`src/awrp_pkg.sv`:
```
// ----------------------------------------------------------------------------
// awrp_pkg
// shared widths, codes and types for the area weighted random pick block
// ----------------------------------------------------------------------------
package awrp_pkg;

  // sizing
  localparam int MAX_ENTRIES   = 256;
  localparam int WEIGHT_BITS   = 32;
  localparam int FRACTION_BITS = 16;

  localparam int IDX_W   = (MAX_ENTRIES > 1) ? $clog2(MAX_ENTRIES) : 1;
  localparam int CNT_W   = IDX_W + 1;
  localparam int TOTAL_W = WEIGHT_BITS + IDX_W;
  localparam int PROD_W  = TOTAL_W + FRACTION_BITS;
  localparam int FRAC_W  = FRACTION_BITS + 1;

  // fixed port field widths
  localparam int OP_W     = 1;
  localparam int WEIGHT_W = 32;
  localparam int RAND_W   = 17;
  localparam int PICK_W   = 8;
  localparam int SAT_W    = (FRAC_W > RAND_W) ? FRAC_W : RAND_W;

  // command queue
  localparam int QUEUE_DEPTH = 2;
  localparam int QPTR_W      = $clog2(QUEUE_DEPTH);
  localparam int QCNT_W      = QPTR_W + 1;

  typedef enum logic [OP_W-1:0] {
    OP_APPEND = 1'b0,
    OP_PICK   = 1'b1
  } op_e;

  typedef enum logic [1:0] {
    BK_IDLE,
    BK_SCALE,
    BK_WALK
  } back_state_e;

  // classified word handed from front to back
  typedef struct packed {
    op_e                      op;
    logic [WEIGHT_BITS-1:0]   weight;
    logic                     frac_full;
    logic [FRACTION_BITS-1:0] frac;
  } awrp_cmd_t;

endpackage

```
`src/awrp_if.sv`:
```
// ----------------------------------------------------------------------------
// awrp channel interfaces
// valid/ready channels for request words and pick result words
// ----------------------------------------------------------------------------
interface awrp_in_if import awrp_pkg::*; ();
  logic                valid;
  logic                ready;
  logic [OP_W-1:0]     operation;
  logic [WEIGHT_W-1:0] weight;
  logic [RAND_W-1:0]   random_fraction;

  modport source (output valid, operation, weight, random_fraction, input ready);
  modport sink   (input valid, operation, weight, random_fraction, output ready);
endinterface


```
`src/awrp_front.sv`:
```
// ----------------------------------------------------------------------------
// awrp_front
// accepts request words, decodes the operation and saturates the fraction
// ----------------------------------------------------------------------------
module awrp_front import awrp_pkg::*; (
  awrp_in_if.sink   req_i,
  input  logic      q_full_i,
  output logic      push_o,
  output awrp_cmd_t cmd_o
);

  logic [SAT_W-1:0] frac_ext;

  assign req_i.ready = ~q_full_i;
  assign push_o      = req_i.valid & ~q_full_i;

  assign frac_ext = SAT_W'(req_i.random_fraction);

  always_comb begin
    cmd_o.op     = op_e'(req_i.operation);
    cmd_o.weight = WEIGHT_BITS'(req_i.weight);
    // fractions at or above one collapse to exactly one
    if (frac_ext >= (SAT_W'(1) << FRACTION_BITS)) begin
      cmd_o.frac_full = 1'b1;
      cmd_o.frac      = '0;
    end else begin
      cmd_o.frac_full = 1'b0;
      cmd_o.frac      = FRACTION_BITS'(frac_ext);
    end
  end

endmodule

```
`src/flat_wrapper.sv`:
```
// flat-port wrapper written by rule: the top's interface ports become plain ports
module awrp_front_flat import awrp_pkg::*;
  (q_full_i, push_o, cmd_o, req_i_valid, req_i_operation, req_i_weight, req_i_random_fraction, req_i_ready);
  awrp_in_if req_i_i ();
  input  logic q_full_i;
  output logic push_o;
  output awrp_cmd_t cmd_o;
  input wire logic [$bits(req_i_i.valid)-1:0] req_i_valid;
  input wire logic [$bits(req_i_i.operation)-1:0] req_i_operation;
  input wire logic [$bits(req_i_i.weight)-1:0] req_i_weight;
  input wire logic [$bits(req_i_i.random_fraction)-1:0] req_i_random_fraction;
  output wire logic [$bits(req_i_i.ready)-1:0] req_i_ready;
  assign req_i_i.valid = req_i_valid;
  assign req_i_i.operation = req_i_operation;
  assign req_i_i.weight = req_i_weight;
  assign req_i_i.random_fraction = req_i_random_fraction;
  assign req_i_ready = req_i_i.ready;
  awrp_front u_core (.req_i(req_i_i), .q_full_i(q_full_i), .push_o(push_o), .cmd_o(cmd_o));
endmodule
```
`config.mk`:
```
export PLATFORM = sky130hd
export DESIGN_NAME = awrp_front_flat
export DESIGN_NICKNAME = d
export VERILOG_FILES = /design/src/awrp_pkg.sv /design/src/awrp_if.sv /design/src/awrp_front.sv /design/src/flat_wrapper.sv
export SDC_FILE = /design/constraint.sdc
export NUM_CORES = 1
export LEC_CHECK = 0
export ABC_AREA = 1
export BUFFER_PORTS_ARGS = -buffer_cell sky130_fd_sc_hd__buf_4
export CORE_UTILIZATION = 20
export DETAILED_ROUTE_END_ITERATION = 8
export PLACE_DENSITY = 0.75
export RECOVER_POWER = 25
export SETUP_SLACK_MARGIN = 0.15
export SLEW_MARGIN = 10
export SYNTH_ARGS = -nofsm -noshare
export SYNTH_HDL_FRONTEND = slang
export SYNTH_SLANG_ARGS = --single-unit
```
`constraint.sdc`:
```
create_clock -name vclk -period 0.8
set_input_delay 0.12 -clock vclk [all_inputs]
set_output_delay 0.12 -clock vclk [all_outputs]
set_load 0.02 [all_outputs]
```
* Word-level counts from Yosys, hierarchy flattened
Index checks and enable logic that the tools add are counted.
** Word-level totals
- Logic and storage cells :: 4
- Flip-flop bits (word level) :: 0
- Input port bits :: 52
- Output and inout bits :: 52
** Cells by class
- Muxes and demuxes :: 1
- Bitwise gates (word level) :: 2
- $lt $le $gt $ge :: 1
** Operator list (count)
- $ge A17 B17 Y1 const B :: 1
- $mux W17 :: 1
- $and A1 B1 Y1 :: 1
- $not A1 Y1 :: 1

* Longest topological paths before layout
Gate-level depths: netlist of the first run.
- Word-level depth :: 2
- Depth in mapped cells :: 3

* Worst setup path before layout of the first run
No wires, ideal clock.
- Path kind :: input to output
- From :: input req_i_random_fraction[16]
- To :: output cmd_o[0] (netlist bit)
- Required time :: 0.680 ns
- Arrival :: 0.654 ns
- Stages on the path :: 3
- Buffers on the path :: 2
- Path slack :: 0.026 ns
- Cells stage by stage :: buf_6 buf_8 nor2_1
** RTL lines
- start: declaration :: RTL line flat_wrapper.sv:11 : input wire logic [$bits(req_i_i.random_fraction)-1:0] req_i_random_fraction;
- end: declaration :: RTL line flat_wrapper.sv:7 : output awrp_cmd_t cmd_o;

==> results of run 1 <==
-- cell usage in the layout (no fill, tap or decap) --
cell	Yosys	routed
buf_4	33	32
inv_1	18	18
nor2_1	17	5
nor2_2	0	11
buf_6	1	5
buf_8	1	1
nor2_4	0	1
-- critical path: stages --
cell    delay (ns)
buf_8         0.14
nor2_1        0.12
buf_4         0.15
-- cell type report --
class,instances,area (µm²)
Tap cell,25,31.3
Multi-Input combinational cell,17,98.8
Timing Repair Buffer,38,312
Fill cell,192,1310
Inverter,18,67.6
-- what timing repair did --
item | 4_1_cts | 5_1_grt
pin swaps | 0 | 0
hold buffers | 0 | 0
setup endpoints to repair | 17 | 14
gates resized for setup | 2 | 8
setup buffers | 0 | 0
endpoints found under the hold margin | 0 | 0
-- stage by stage --
stage               worst slack, ns  total power [mW]  area [µm²]
floorplan                    0.0938             0.381         434
global placement              0.108             0.273         473
detailed placement           0.0868             0.277         473
CTS                           0.141             0.280         479
global route                  0.127             0.317         509
finish                        0.152             0.296         509
-- per-layer routing --
| layer | wire length [µm] | share of wire |
|---|---|---|
| met5 | 0 | 0 |
| met2 | 441 | 0.53 |
| met3 | 181 | 0.22 |
| met1 | 216 | 0.26 |
| met4 | 0 | 0 |
-- cell families after synthesis --
| logic type | count (synthesis) |
|---|---|
| buffers and inverters | 54 |
| AND/OR/NAND/NOR | 17 |
-- worst max-delay path by stage --
| stage | startpoint | to | slack [ns] |
|---|---|---|---|
| 3_5_place_dp | req_i_random_fraction[16] | cmd_o[9] | 0.09 |
| 5_1_grt | req_i_random_fraction[16] | cmd_o[1] | 0.13 |
| 4_1_cts | req_i_random_fraction[16] | cmd_o[8] | 0.14 |
| 3_3_place_gp | req_i_random_fraction[16] | cmd_o[10] | 0.11 |
| 2_1_floorplan | req_i_random_fraction[16] | cmd_o[0] | 0.09 |
| 6_report | req_i_random_fraction[16] | cmd_o[8] | 0.15 |
-- power by group --
| group | switching, mW | internal, mW | total (mW) |
|---|---|---|---|
| clock | 0 | 0 | 0 |
| sequential | 0 | 0 | 0 |
| combinational | 0.143 | 0.153 | 0.296 |
| total | 0.143 | 0.153 | 0.296 |
==> flow_summary.toml, run 1 <==
[outcome]
status = "complete, no violations"

[global_routing]
grt.met3_usage = 0.0154
grt_use_met1 = 0.0292
grt_use_met2 = 0.123
grt_pass1_wl_um = 821
track_usage = 0.0498
busiest_layer = "met2"
antenna_found_initial = 0
grt_max_degree = 18
grt_pass1_vias = 236
grt_overflow = 0

[logic_synthesis]
yosysTopAreaCell = "buf_4"
syn_avg_cell_area_um2 = 5.76
synthXorXnorAreaFrac = 0
synth.distinct_cells = 6
synthDominantCellAreaShare = 0.606
synth.area.top_cells = "buf_4 61%, inv_1 17%, nor2_1 16%, buf_8 3.7%, buf_6 2.8%"
synth_compound_area_frac = 0
ys_seq_area_frac = 0
syn_area_um2 = 409
yosys_warnings = 0
yosys.area_share.simple = 0.156
synth_fp_nets = 123
synth_commonest_cells = "33 x buf_4, 18 x inv_1, 17 x nor2_1"
synthAdderAreaFrac = 0
syn_inst = 71
yosysMostFrequentCell = "buf_4"
synth_top_family_by_area = "buffers and inverters"
synthMuxAreaShare = 0

[critical_path]
cp.arrival_ns = 0.53
startpoint_type = "input port"
path_max_fanout = 17
endpoint_kind = "primary output"
worstPathRequired_ns = 0.68
path_class = "in2out"

[placed_design]
dp_cells = 98
dp_hpwl_um = 683
io_buffers = 38
place_congestion = 0.683

[detailed_routing]
drt-initial-drc-count = 2
drc = 0
drtPass1Iterations = 2
ant_nets = 0
vias_per_cell = 3.51
route.vias.total = 344
avgRoutedWirePerCell_um = 8.56
wl_um = 839

[timing]
setup_violations = 0
rsz0062_at_grt = "true"
relSlewSlack = 0.902
maxSlewViolCount = 0
post-route-period-util = 0.811
tightest_slew_ns = 0.147
fmax_ghz = 1.54
hold_violations = 0
timing.hold.ws_ns = 0.240
fin_tns_setup_ns = 0
fin_crit_ns = 0.648

[cells_and_area]
nets = 127
utilization = 0.280
seq_cells = 0
areaGrowthSynthToFinish_pct = 24.5
seqCellArea_um2 = 0
antenna_cells = 0
fin_cells = 98
num-clock-buffers = 0
layout-drive-gt1-share = 0.685

[die]
fp.dieW_um = 47.2
die-height_um = 47.2
fp.coreArea_mm2 = 0.00182
ios = 104
num_rows = 15
initial_core_util = 0.225
die_area_mm2 = 0.00223

[min_path]
hold_depth = 0
hold_path_class = "in2out"
hold_end = "cmd_o[17]"
min-delay-start = "req_i_weight[0]"

[power_and_ir_drop]
power_density_mw_per_mm2 = 581
ir_drop_mv = 0.220
p_leak_nw = 0.325

[flow_run]
cap_violations = 0
(Power assumes the default switching activity.)
==> run 2, diff against run 1 <==
- CORE_UTILIZATION: 20 -> 22
- PLACE_DENSITY: 0.75 -> 0.79
==> flow_summary.toml, run 2 (same netlist as run 1, synthesis figures left out) <==
[cells_and_area]
antenna_cells = 0
nFillCells = 186
nets = 127
areaGrowthSynthToFinish_pct = 32.7
utilization = 0.314
layout-drive-gt1-share = 0.712
design_area_um2 = 543
final_cell_mix = "27 x buf_4, 18 x inv_1, 11 x nor2_2"
mostFrequentLayoutCell = "buf_4"
seq_cells = 0
seqCellArea_um2 = 0
num-clock-buffers = 0
fin_cells = 98

[critical_path]
endpoint_kind = "primary output"
cp.arrival_ns = 0.53
startpoint_type = "input port"
cp_top_family = "buffers and inverters"
slowest_stage = "buf_8"
path_class = "in2out"
worstPathRequired_ns = 0.68
path_cells = "buf_8, nor2_2, buf_6"
path_max_fanout = 17
crit_buf_inv = 2
slowest_delay_ns = 0.15
worst-path-stages = 3

[timing]
tightest_slew_ns = 0.166
setup_violations = 0
fmax_ghz = 1.53
post-route-period-util = 0.816
hold_violations = 0
fin_crit_ns = 0.652
rsz0062_at_grt = "true"
fin_tns_setup_ns = 0
maxSlewViolCount = 0
relSlewSlack = 0.889

[detailed_routing]
wl_um = 1070
drt-initial-drc-count = 0
vias_per_cell = 3.86
ant_nets = 0
drtPass1Iterations = 1
route.vias.total = 378
avgRoutedWirePerCell_um = 10.9
drc = 0

[die]
fp.coreArea_mm2 = 0.00173
die-height_um = 45.1
initial_core_util = 0.237
num_rows = 15
ios = 104
die_area_mm2 = 0.00204
fp.dieW_um = 45.1

[placed_design]
dp_cells = 98
place_congestion = 0.770
dp_hpwl_um = 918
io_buffers = 38
placed_area_um2 = 473

[power_and_ir_drop]
p_leak_nw = 0.332
ir_drop_mv = 0.177
power_density_mw_per_mm2 = 587

[min_path]
hold_path_class = "in2out"
hold_depth = 0

[global_routing]
grt_overflow = 0
grt_pass1_wl_um = 1300
grt_max_degree = 18
track_usage = 0.0872
antenna_found_initial = 0
grt_pass1_vias = 330

[outcome]
status = "complete, no violations"

[flow_run]
cap_violations = 0
run 2: worst paths after layout:
kind / slack, ns / endpoint / startpoint
max: 0.15 / cmd_o[3] / req_i_random_fraction[16]
min: 0.24 / cmd_o[33] / req_i_weight[16]
run 2: report_power, final:
group	total (mW)	switching, mW	internal, mW
registers	0	0	0
clock network	0	0	0
logic	0.319	0.155	0.164
run 2: through the flow:
stage	total power [mW]	setup slack (ns)	hold WS [ns]
3_3_place_gp	0.276	0.0470	0.240
6_report	0.319	0.148	0.240
3_5_place_dp	0.281	0.0399	0.240
5_1_grt	0.340	0.107	0.240
2_1_floorplan	0.381	0.0938	0.317
4_1_cts	0.303	0.144	0.240
run 2: routing by layer:
| metal | global-route usage | routed length (µm) |
|---|---|---|
| met1 | 0.0476 | 237 |
| met2 | 0.214 | 634 |
| met3 | 0.0360 | 186 |
| met4 | 0.0182 | 12 |
| met5 | 0 | 0 |
run 2: area by class of cell:
type	instances	area [µm²]	share of cell area
Inverter	18	67.6	0.124
Timing Repair Buffer	38	330	0.608
Multi-Input combinational cell	17	114	0.210
Tap cell	25	31.3	0.0576
run 2: timing repair:
item,in CTS,in global routing
gates resized for setup,11,8
hold buffers,0,0
pin swaps,0,0
setup endpoints to repair,17,12
setup buffers,0,0
