File: src/awrp_pkg.sv
// ----------------------------------------------------------------------------
// awrp_pkg
// shared widths, codes and types for the area weighted random pick block
// ----------------------------------------------------------------------------
package awrp_pkg;

  // sizing
  localparam int MAX_ENTRIES   = 256;
  localparam int WEIGHT_BITS   = 32;
  localparam int FRACTION_BITS = 16;

  localparam int IDX_W   = (MAX_ENTRIES > 1) ? $clog2(MAX_ENTRIES) : 1;
  localparam int CNT_W   = IDX_W + 1;
  localparam int TOTAL_W = WEIGHT_BITS + IDX_W;
  localparam int PROD_W  = TOTAL_W + FRACTION_BITS;
  localparam int FRAC_W  = FRACTION_BITS + 1;

  // fixed port field widths
  localparam int OP_W     = 1;
  localparam int WEIGHT_W = 32;
  localparam int RAND_W   = 17;
  localparam int PICK_W   = 8;
  localparam int SAT_W    = (FRAC_W > RAND_W) ? FRAC_W : RAND_W;

  // command queue
  localparam int QUEUE_DEPTH = 2;
  localparam int QPTR_W      = $clog2(QUEUE_DEPTH);
  localparam int QCNT_W      = QPTR_W + 1;

  typedef enum logic [OP_W-1:0] {
    OP_APPEND = 1'b0,
    OP_PICK   = 1'b1
  } op_e;

  typedef enum logic [1:0] {
    BK_IDLE,
    BK_SCALE,
    BK_WALK
  } back_state_e;

  // classified word handed from front to back
  typedef struct packed {
    op_e                      op;
    logic [WEIGHT_BITS-1:0]   weight;
    logic                     frac_full;
    logic [FRACTION_BITS-1:0] frac;
  } awrp_cmd_t;

endpackage

File: src/awrp_queue.sv
// ----------------------------------------------------------------------------
// awrp_queue
// short fifo of classified commands between front and back
// ----------------------------------------------------------------------------
module awrp_queue import awrp_pkg::*; (
  input  logic      clk_i,
  input  logic      rst_ni,
  input  logic      push_i,
  input  awrp_cmd_t push_cmd_i,
  output logic      full_o,
  input  logic      pop_i,
  output logic      valid_o,
  output awrp_cmd_t pop_cmd_o
);

  awrp_cmd_t          slot_q [QUEUE_DEPTH];
  logic [QPTR_W-1:0]  wr_ptr_q, wr_ptr_d;
  logic [QPTR_W-1:0]  rd_ptr_q, rd_ptr_d;
  logic [QCNT_W-1:0]  cnt_q, cnt_d;
  logic               do_push, do_pop;

  assign full_o    = (cnt_q == QCNT_W'(QUEUE_DEPTH));
  assign valid_o   = (cnt_q != '0);
  assign pop_cmd_o = slot_q[rd_ptr_q];
  assign do_push   = push_i & ~full_o;
  assign do_pop    = pop_i & valid_o;

  always_comb begin
    wr_ptr_d = wr_ptr_q;
    rd_ptr_d = rd_ptr_q;
    cnt_d    = cnt_q;
    if (do_push) begin
      wr_ptr_d = (wr_ptr_q == QPTR_W'(QUEUE_DEPTH - 1)) ? '0 : QPTR_W'(wr_ptr_q + 1'b1);
    end
    if (do_pop) begin
      rd_ptr_d = (rd_ptr_q == QPTR_W'(QUEUE_DEPTH - 1)) ? '0 : QPTR_W'(rd_ptr_q + 1'b1);
    end
    case ({do_push, do_pop})
      2'b10:   cnt_d = QCNT_W'(cnt_q + 1'b1);
      2'b01:   cnt_d = QCNT_W'(cnt_q - 1'b1);
      default: cnt_d = cnt_q;
    endcase
  end

  always_ff @(posedge clk_i or negedge rst_ni) begin
    if (!rst_ni) begin
      wr_ptr_q <= '0;
      rd_ptr_q <= '0;
      cnt_q    <= '0;
    end else begin
      wr_ptr_q <= wr_ptr_d;
      rd_ptr_q <= rd_ptr_d;
      cnt_q    <= cnt_d;
    end
  end

  always_ff @(posedge clk_i) begin
    if (do_push) begin
      slot_q[wr_ptr_q] <= push_cmd_i;
    end
  end

endmodule

File: config.mk
export PLATFORM = sky130hd
export DESIGN_NAME = awrp_queue
export DESIGN_NICKNAME = d
export VERILOG_FILES = /design/src/awrp_pkg.sv /design/src/awrp_queue.sv
export SDC_FILE = /design/constraint.sdc
export NUM_CORES = 1
export LEC_CHECK = 0
export ABC_AREA = 1
export BUFFER_PORTS_ARGS = -buffer_cell sky130_fd_sc_hd__buf_4
export CORE_MARGIN = 5
export CORE_UTILIZATION = 47
export DETAILED_ROUTE_END_ITERATION = 8
export PLACE_DENSITY = 0.81
export REMOVE_ABC_BUFFERS = 1
export SLEW_MARGIN = 20
export SYNTH_ARGS = -nofsm -noshare
export SYNTH_HDL_FRONTEND = slang
export SYNTH_SLANG_ARGS = --single-unit
File: constraint.sdc
create_clock -name clk_i -period 2.83 [get_ports clk_i]
set_input_delay 0.566 -clock clk_i [delete_from_list [all_inputs] [get_ports clk_i]]
set_output_delay 0.566 -clock clk_i [all_outputs]
set_load 0.005 [all_outputs]
==> Word level (Yosys, flattened, before mapping) <==
Memory sizes are Yosys's and may differ from the RTL's.
Cells that the tools add are included.
{ "op_classes": {"addsub": 4, "n_mux": 5, "eq_ne": 3, "reduce_logical": 2, "bitwise": 3} }
{ "ops": {"columns": ["op", "n"], "rows": [
  ["$eq 2x2->1 const B", 2],
  ["$mux 1", 4],
  ["$pmux 2 s2", 1],
  ["$reduce_bool 2->1", 2],
  ["$add 1x1->1 const B", 2],
  ["$add 2x1->2 const B", 1],
  ["$and 1x1->1", 2],
  ["$eq 2x1->1 const B", 1],
  ["$sub 2x1->2 const B", 1],
  ["$not 1->1", 1]
]} }
{ "word_totals": {"input_bits": 54, "mem_count": 1, "output_inout_bits": 52, "ram_bits": 100, "reg_bits": 4} }
{ "memory_table": {"columns": ["memory", "depth", "width", "read_ports", "rd_clocked_by_memory_dff", "wr", "line_no", "text"], "rows": [
  ["slot_q", 2, 50, 1, 0, 1, "awrp_queue.sv:16", "awrp_cmd_t slot_q [QUEUE_DEPTH];"]
]} }

==> Logic depth before layout (Yosys ltp) <==
Gate-level depths: netlist of run 1.
{ "logic_depth": {"word_depth": 5, "depth_mapped": 10} }

==> Least setup slack after synthesis of run 1 <==
OpenSTA, ideal clock, no wires.
{ "synth_path": {"path_type": "input port to flip-flop", "startpoint": "input port push_i", "endpoint": "memory slot_q[1][0] (netlist bit), enable pin", "t_required_ns": 2.372, "n_path_buf": 0, "setup_time_ns": 0.458, "path_stages": 2, "arrival_ns": 2.729, "path_slack_ns": -0.357, "path_cell_list": "o21ai_2 nor2_1"} }
{ "synth_between": {"elab_chain_len": 3} }
{ "synth_rtl": {"columns": ["item", "line_no", "text"], "rows": [
  ["start: declaration", "awrp_queue.sv:8", "input logic push_i,"],
  ["$and 1x1->1", "awrp_queue.sv:25", "assign do_push = push_i & ~full_o;"],
  ["$mux 1", "awrp_queue.sv:58", "if (do_push) begin"],
  ["$mux 1 (implied by the code)", "awrp_queue.sv:59", "slot_q[wr_ptr_q] <= push_cmd_i;"],
  ["end: declaration", "awrp_queue.sv:16", null]
]} }
Every way passes these cells.

==> impl_metrics.json, run 1 <==
{
  "grt.total_usage": 0.1499,
  "routed_wl_um": 7410,
  "preCtsSetupSlack_ns": 0.8650,
  "die-area_um2": 10240,
  "crit_path_start_kind": "flop",
  "cp.required_ns": 2.26,
  "start_util": 0.4783,
  "grt_pass1_vias": 2372,
  "slew_violations": 0,
  "dp_cells": 496,
  "die-height_um": 101.2,
  "hold_path_class": "in2reg",
  "synthCells": 293,
  "cap_violations": 0,
  "path_clk_slew_ns": 0.10,
  "clk_latency_ns": 0.35,
  "core_um2": 8175,
  "drc": 0,
  "synth_cell_types": 16,
  "crit_fanout": 28,
  "post-route-period-util": 0.8155,
  "yosys_warnings": 0,
  "postCtsSetupBuffers": 0,
  "gp_congestion": 0.7367,
  "drtAntennaViolNets": 0,
  "slew_headroom": 0.6418,
  "synth_area_um2": 3910,
  "rows": 33,
  "first_pass_iters": 4,
  "dp_hpwl_um": 5141,
  "fillers": 632,
  "p_per_area_nw_per_um2": 954.0,
  "drt_iter0_drc": 64,
  "arrival_ns": 1.74,
  "p_seq_frac": 0.472,
  "antenna_found_initial": 0,
  "grt-ovfl-total": 0,
  "status": "finished, final reports clean",
  "top_level_ports": 106,
  "num_vias": 2386,
  "ir_drop_mv": 0.4624,
  "cts-root-buf": "clkbuf_8",
  "worstMarginPinSlew_ns": 0.5365,
  "ys_seq_elements": 104,
  "fin_cells": 513,
  "area_growth_syn_to_layout_pct": 27.30,
  "swShare": 0.3170,
  "port_buffers": 105,
  "viasPerCell": 4.651,
  "cts_tree": "built",
  "fin_area_um2": 4977,
  "die_x_um": 101.2,
  "ys_seq_area_frac": 0.7936,
  "synth.avg_cell_area_um2": 13.34,
  "drive_gt1_frac": 0.3260,
  "grt_max_degree": 52,
  "fmax_mhz": 433.3,
  "pwr-share-comb": 0.345,
  "finalPower_mw": 4.748,
  "finClkSkew_ns": 0.01005,
  "num-nets-final": 458,
  "numClockSinks": 104,
  "power.switching_mw": 1.505,
  "internal-power_mw": 3.243,
  "worst_slack_ns": 0.5220,
  "wl_per_cell_um": 14.44,
  "clkPwrFrac": 0.183,
  "clockBufferDepth": 2,
  "critPathCaptureType": "output pin",
  "dpl-instance-area_um2": 4780,
  "diodes": 0,
  "leakagePower_nw": 2.143,
  "crit_type": "reg2out",
  "cts_inserted_buffers": 9,
  "final-hold-violation-count": 0,
  "cts.htree.levels": 3,
  "min_period_ns": 2.308,
  "rsz0062_at_grt": "false",
  "grt_pass1_wl_um": 11560,
  "final-setup-viol-count": 0
}
## per-stage QoR
step	setup TNS, ns	utilization	hold WS [ns]
floorplan	-17.85	-	0.2704
global placement	0	0.5846	0.3685
detailed placement	0	0.5846	0.3728
CTS	0	0.6088	0.3728
global route	0	0.6088	0.3655
finish	0	0.6088	0.3868
## Yosys cell counts (all sizes together)
master,count,area share
buf,11,0.026
dfrtp,4,0.026
edfxtp,100,0.77
ha,1,0.0032
inv,9,0.0099
nand2,160,0.15
nand3,3,0.0038
nand4,1,0.0016
nor2,2,0.0026
o21ai,1,0.0022
xnor2,1,0.0022
## worst paths after layout
check | slack (ns) | end | startpoint | cells past startpoint
setup reg to reg | 1.09 | slot_q[1][39]$_DFFE_PP_ | cnt_q[1]$_DFFE_PN0P_ | 4
min in group asynchronous | 0.54 | cnt_q[0]$_DFFE_PN0P_ | rst_ni | 2
hold / removal | 0.39 | slot_q[0][46]$_DFFE_PP_ | push_cmd_i[46] | 1
hold reg to reg | 0.50 | wr_ptr_q$_DFFE_PN0P_ | wr_ptr_q$_DFFE_PN0P_ | 2
max in group asynchronous | 2.17 | rd_ptr_q$_DFFE_PN0P_ | rst_ni | 2
setup / recovery | 0.52 | pop_cmd_o[47] | rd_ptr_q$_DFFE_PN0P_ | 4
## state kept, by name (all words and copies together) (netlist names)
register	flops
rd_ptr_q	1
wr_ptr_q	1
slot_q	100
cnt_q	2
## layout make-up
cell class	count	area, um2	share of cell area
clock inverter	6	60.06	0.01207
timing repair buffer	110	840.8	0.1689
inverter	9	38.79	0.007793
multi-input combinational	169	674.4	0.1355
tap	105	131.4	0.02640
clock buffer	10	127.6	0.02564
sequential	104	3104	0.6237
## layer usage
metal,global-route usage,vias to the layer above,share of wire
met5,0,-,0
met4,0.05521,0,0.014
met3,0.04132,10,0.070
met2,0.2465,78,0.51
met1,0.1913,1104,0.41
li1,-,1194,-
## kinds of logic (layout without fill, tap and decap cells)
logic type,Yosys count,in the layout,share of synthesized area
AND/OR/NAND/NOR,166,166,0.1629
adder cells (fa/ha/maj),1,1,0.003199
flip-flops,104,104,0.7936
AO/OA/AOI/OAI,1,1,0.002240
buffers and inverters,20,135,0.03584
XOR/XNOR,1,1,0.002240
## critical path, cell delays in order (launching register included)
cell and delay (ns):
dfrtp_2 0.68, buf_4 0.39, nand2_1 0.10, nand2_1 0.10
buf_4 0.11
## power by group through the flow
stage | logic (mW) | registers [mW] | clock network [mW]
after global routing | 1.84 | 2.28 | 0.967
after global placement | 1.64 | 2.27 | 0
after floorplan | 0.716 | 2.29 | 0
after detailed placement | 1.68 | 2.28 | 0
final | 1.64 | 2.24 | 0.869
after CTS | 1.68 | 2.24 | 0.890
## placed cells by master, fill, tap and decap left out, types with 2 or more instances in the layout
master / Yosys / routed
nand2_1: 158 / 158
buf_4: 6 / 108
edfxtp_1: 100 / 100
clkbuf_8: 0 / 9
inv_2: 3 / 4
inv_1: 5 / 4
nand3_1: 3 / 3
dfrtp_1: 4 / 3
nand2_2: 2 / 2
clkinv_4: 0 / 2
clkinv_1: 0 / 2
## what timing repair did
item                      in CTS  in global routing
hold buffers                   1                  0
hold endpoints to repair       4                  0
resized for setup              0                  0
(Power assumes the default switching activity.)
==> run 2, diff against run 1 <==
Settings changed: ABC_AREA 1 to 0, CORE_UTILIZATION 47 to 46, PLACE_DENSITY 0.81 to 0.79.
Clock period 2.83 ns to 2 ns, I/O delays scaled along.
==> impl_metrics.json, run 2 <==
{
  "worst-r2r-setup-slack_ns": 0.44,
  "synth_cell_types": 16,
  "drive_gt1_frac": 0.6007,
  "clk_latency_ns": 0.34,
  "cts.htree.levels": 3,
  "numClockSinks": 104,
  "path_cells": "buf_12 -> mux2_2 -> buf_4",
  "mostFrequentLayoutCells": "buf_4 (111), edfxtp_1 (100), mux2_2 (46), clkbuf_8 (9)",
  "yosys_warnings": 0,
  "die-height_um": 101.4,
  "critPathTopFamily": "flip-flops",
  "clockBufferDepth": 2,
  "preCtsSetupSlack_ns": 0.3416,
  "rr_endpoint": "cnt_q[1]$_DFFE_PN0P_",
  "p_per_area_nw_per_um2": 1332,
  "largest_reg_flops": 100,
  "cts_tree": "built",
  "top_level_ports": 106,
  "cap_violations": 0,
  "critPathCaptureType": "output pin",
  "synth.area.top_cells": "edfxtp_1 (78%), mux2_2 (13%), dfrtp_1 (2.6%)",
  "start_util": 0.4702,
  "dp_cells": 384,
  "worstHoldStart": "push_cmd_i[18]",
  "drtAntennaViolNets": 0,
  "ys_seq_elements": 104,
  "arrival_ns": 1.52,
  "ys_seq_area_frac": 0.8073,
  "final-hold-violation-count": 0,
  "finClkSkew_ns": 0.008523,
  "cp.required_ns": 1.60,
  "crit_buf_inv": 2,
  "min_period_ns": 1.924,
  "async_reset_ff_frac": 0.03846,
  "r2r-start": "cnt_q[0]$_DFFE_PN0P_",
  "core_um2": 8175,
  "crit_path_start_kind": "flop",
  "port_buffers": 105,
  "num_vias": 1946,
  "slew_violations": 0,
  "dp_hpwl_um": 4656,
  "slew_headroom": 0.7383,
  "status": "finished, final reports clean",
  "synth.avg_cell_area_um2": 22.09,
  "rr_worst_depth": 5,
  "crit_path_top_delay_cell": "dfrtp_2",
  "rsz0062_at_grt": "false",
  "first_pass_iters": 4,
  "grt_pass1_vias": 2125,
  "drt_iter0_drc": 85,
  "viasPerCell": 4.829,
  "crit_fanout": 27,
  "cts-root-buf": "clkbuf_8",
  "final-setup-viol-count": 0,
  "die-area_um2": 10280,
  "synthTopCellsByCount": "edfxtp_1 (100), mux2_2 (46), buf_6 (6)",
  "wl_per_cell_um": 16.55,
  "final_common_cell": "buf_4",
  "grt_pass1_wl_um": 10630,
  "fmax_mhz": 519.9,
  "worstSetupPathDepth": 3,
  "regMostFlops": "slot_q",
  "gp_congestion": 0.7520,
  "synthCells": 174,
  "post-route-period-util": 0.9618,
  "hold_path_class": "in2reg",
  "antenna_found_initial": 0,
  "tns_ns": 0,
  "fin_cells": 403,
  "num-nets-final": 348,
  "ir_drop_mv": 1.035,
  "fillers": 617,
  "grt-ovfl-total": 0,
  "postCtsResizedCells": 0,
  "die_x_um": 101.4,
  "synth_edf_count": 100,
  "path_clk_slew_ns": 0.10,
  "grt_max_degree": 29,
  "worstMarginPinSlew_ns": 0.3926,
  "synth_most_common_cell": "edfxtp_1",
  "cts_inserted_buffers": 9,
  "synth_top_area_share": 0.7813,
  "synth_area_um2": 3844,
  "area_growth_syn_to_layout_pct": 29.85,
  "leakagePower_nw": 1.885,
  "crit_end": "pop_cmd_o[8]",
  "crit_type": "reg2out",
  "reg_top3": "slot_q (100), cnt_q (2)",
  "synth_top_area_cell": "edfxtp_1",
  "max_stage_delay_ns": 0.45,
  "synth_flop_cell": "edfxtp_1",
  "grt.total_usage": 0.1365,
  "diodes": 0,
  "startpoint": "rd_ptr_q$_DFFE_PN0P_",
  "routed_wl_um": 6668,
  "drc": 0,
  "rows": 33,
  "worst_slack_ns": 0.07642
}
## run 2: changes by cell type after synthesis, sizes merged, moves of 3 or more
cell   before  now
nand3       3    0
nand2     160    1
mux2        0   50
inv         9    1
buf        11    6
## run 2: cells by family (layout without fill, tap and decap cells)
| family | after synthesis | in the layout | synth area share |
|---|---|---|---|
| DFF | 104 | 104 | 0.8073 |
| muxes | 50 | 50 | 0.1494 |
| and+or+nand+nor | 7 | 7 | 0.01009 |
| buffers and inverters | 7 | 131 | 0.01855 |
| xor gates and xnor gates | 5 | 5 | 0.01140 |
| adders and majority gates | 1 | 1 | 0.003255 |
## run 2: what timing repair did
action,CTS,global route
buffers inserted,2,0
hold buffers,1,0
hold endpoints to repair,4,0
setup endpoints to repair,27,0
## run 2: how the worst min path moves through the flow
stage                     slack [ns]  depth (start not counted)                 endpoint
after floorplan                 0.10                          0     cnt_q[0]$_DFFE_PN0P_
after global placement          0.21                          1     cnt_q[1]$_DFFE_PN0P_
after detailed placement        0.21                          1     cnt_q[1]$_DFFE_PN0P_
after CTS                       0.22                          1   slot_q[0][4]$_DFFE_PP_
after global routing            0.20                          1  slot_q[1][25]$_DFFE_PP_
final                           0.23                          1  slot_q[0][18]$_DFFE_PP_
## run 2: metal layers
metal  share of wire  routed length, um  global-route usage  up-vias
li1                -                  -                   -      911
met1            0.41               2729              0.1738      955
met2            0.52               3451              0.2254       74
met3           0.064                429             0.03926        6
met4          0.0087                 58             0.04601        0
met5               0                  0                   0        -
## run 2: area by class of cell
cell class | count | area (um2) | area share
Sequential cell | 104 | 3104 | 0.6220
Timing Repair Buffer | 114 | 883.3 | 0.1770
Multi-Input combinational cell | 63 | 678.2 | 0.1359
Clock buffer | 12 | 135.1 | 0.02707
Tap cell | 105 | 131.4 | 0.02632
Clock inverter | 4 | 55.05 | 0.01103
Inverter | 1 | 3.754 | 0.0007521
## run 2: report_power, final
part	internal [mW]	leakage [nW]	switching, mW
combinational	1.31	0.820	0.965
clock	0.586	0.0908	0.659
sequential	2.98	0.975	0.146
total	4.88	1.88	1.77
## run 2: stage by stage
| stage | total power, mW | instance area, um2 | hold slack, ns | utilization |
|---|---|---|---|---|
| 2_1_floorplan | 4.280 | 3776 | 0.1044 | - |
| 3_3_place_gp | 5.434 | 4776 | 0.2092 | 0.5842 |
| 3_5_place_dp | 5.474 | 4776 | 0.2068 | 0.5842 |
| 4_1_cts | 6.760 | 4991 | 0.2154 | 0.6105 |
| 5_1_grt | 7.038 | 4991 | 0.1966 | 0.6105 |
| 6_report | 6.649 | 4991 | 0.2333 | 0.6105 |
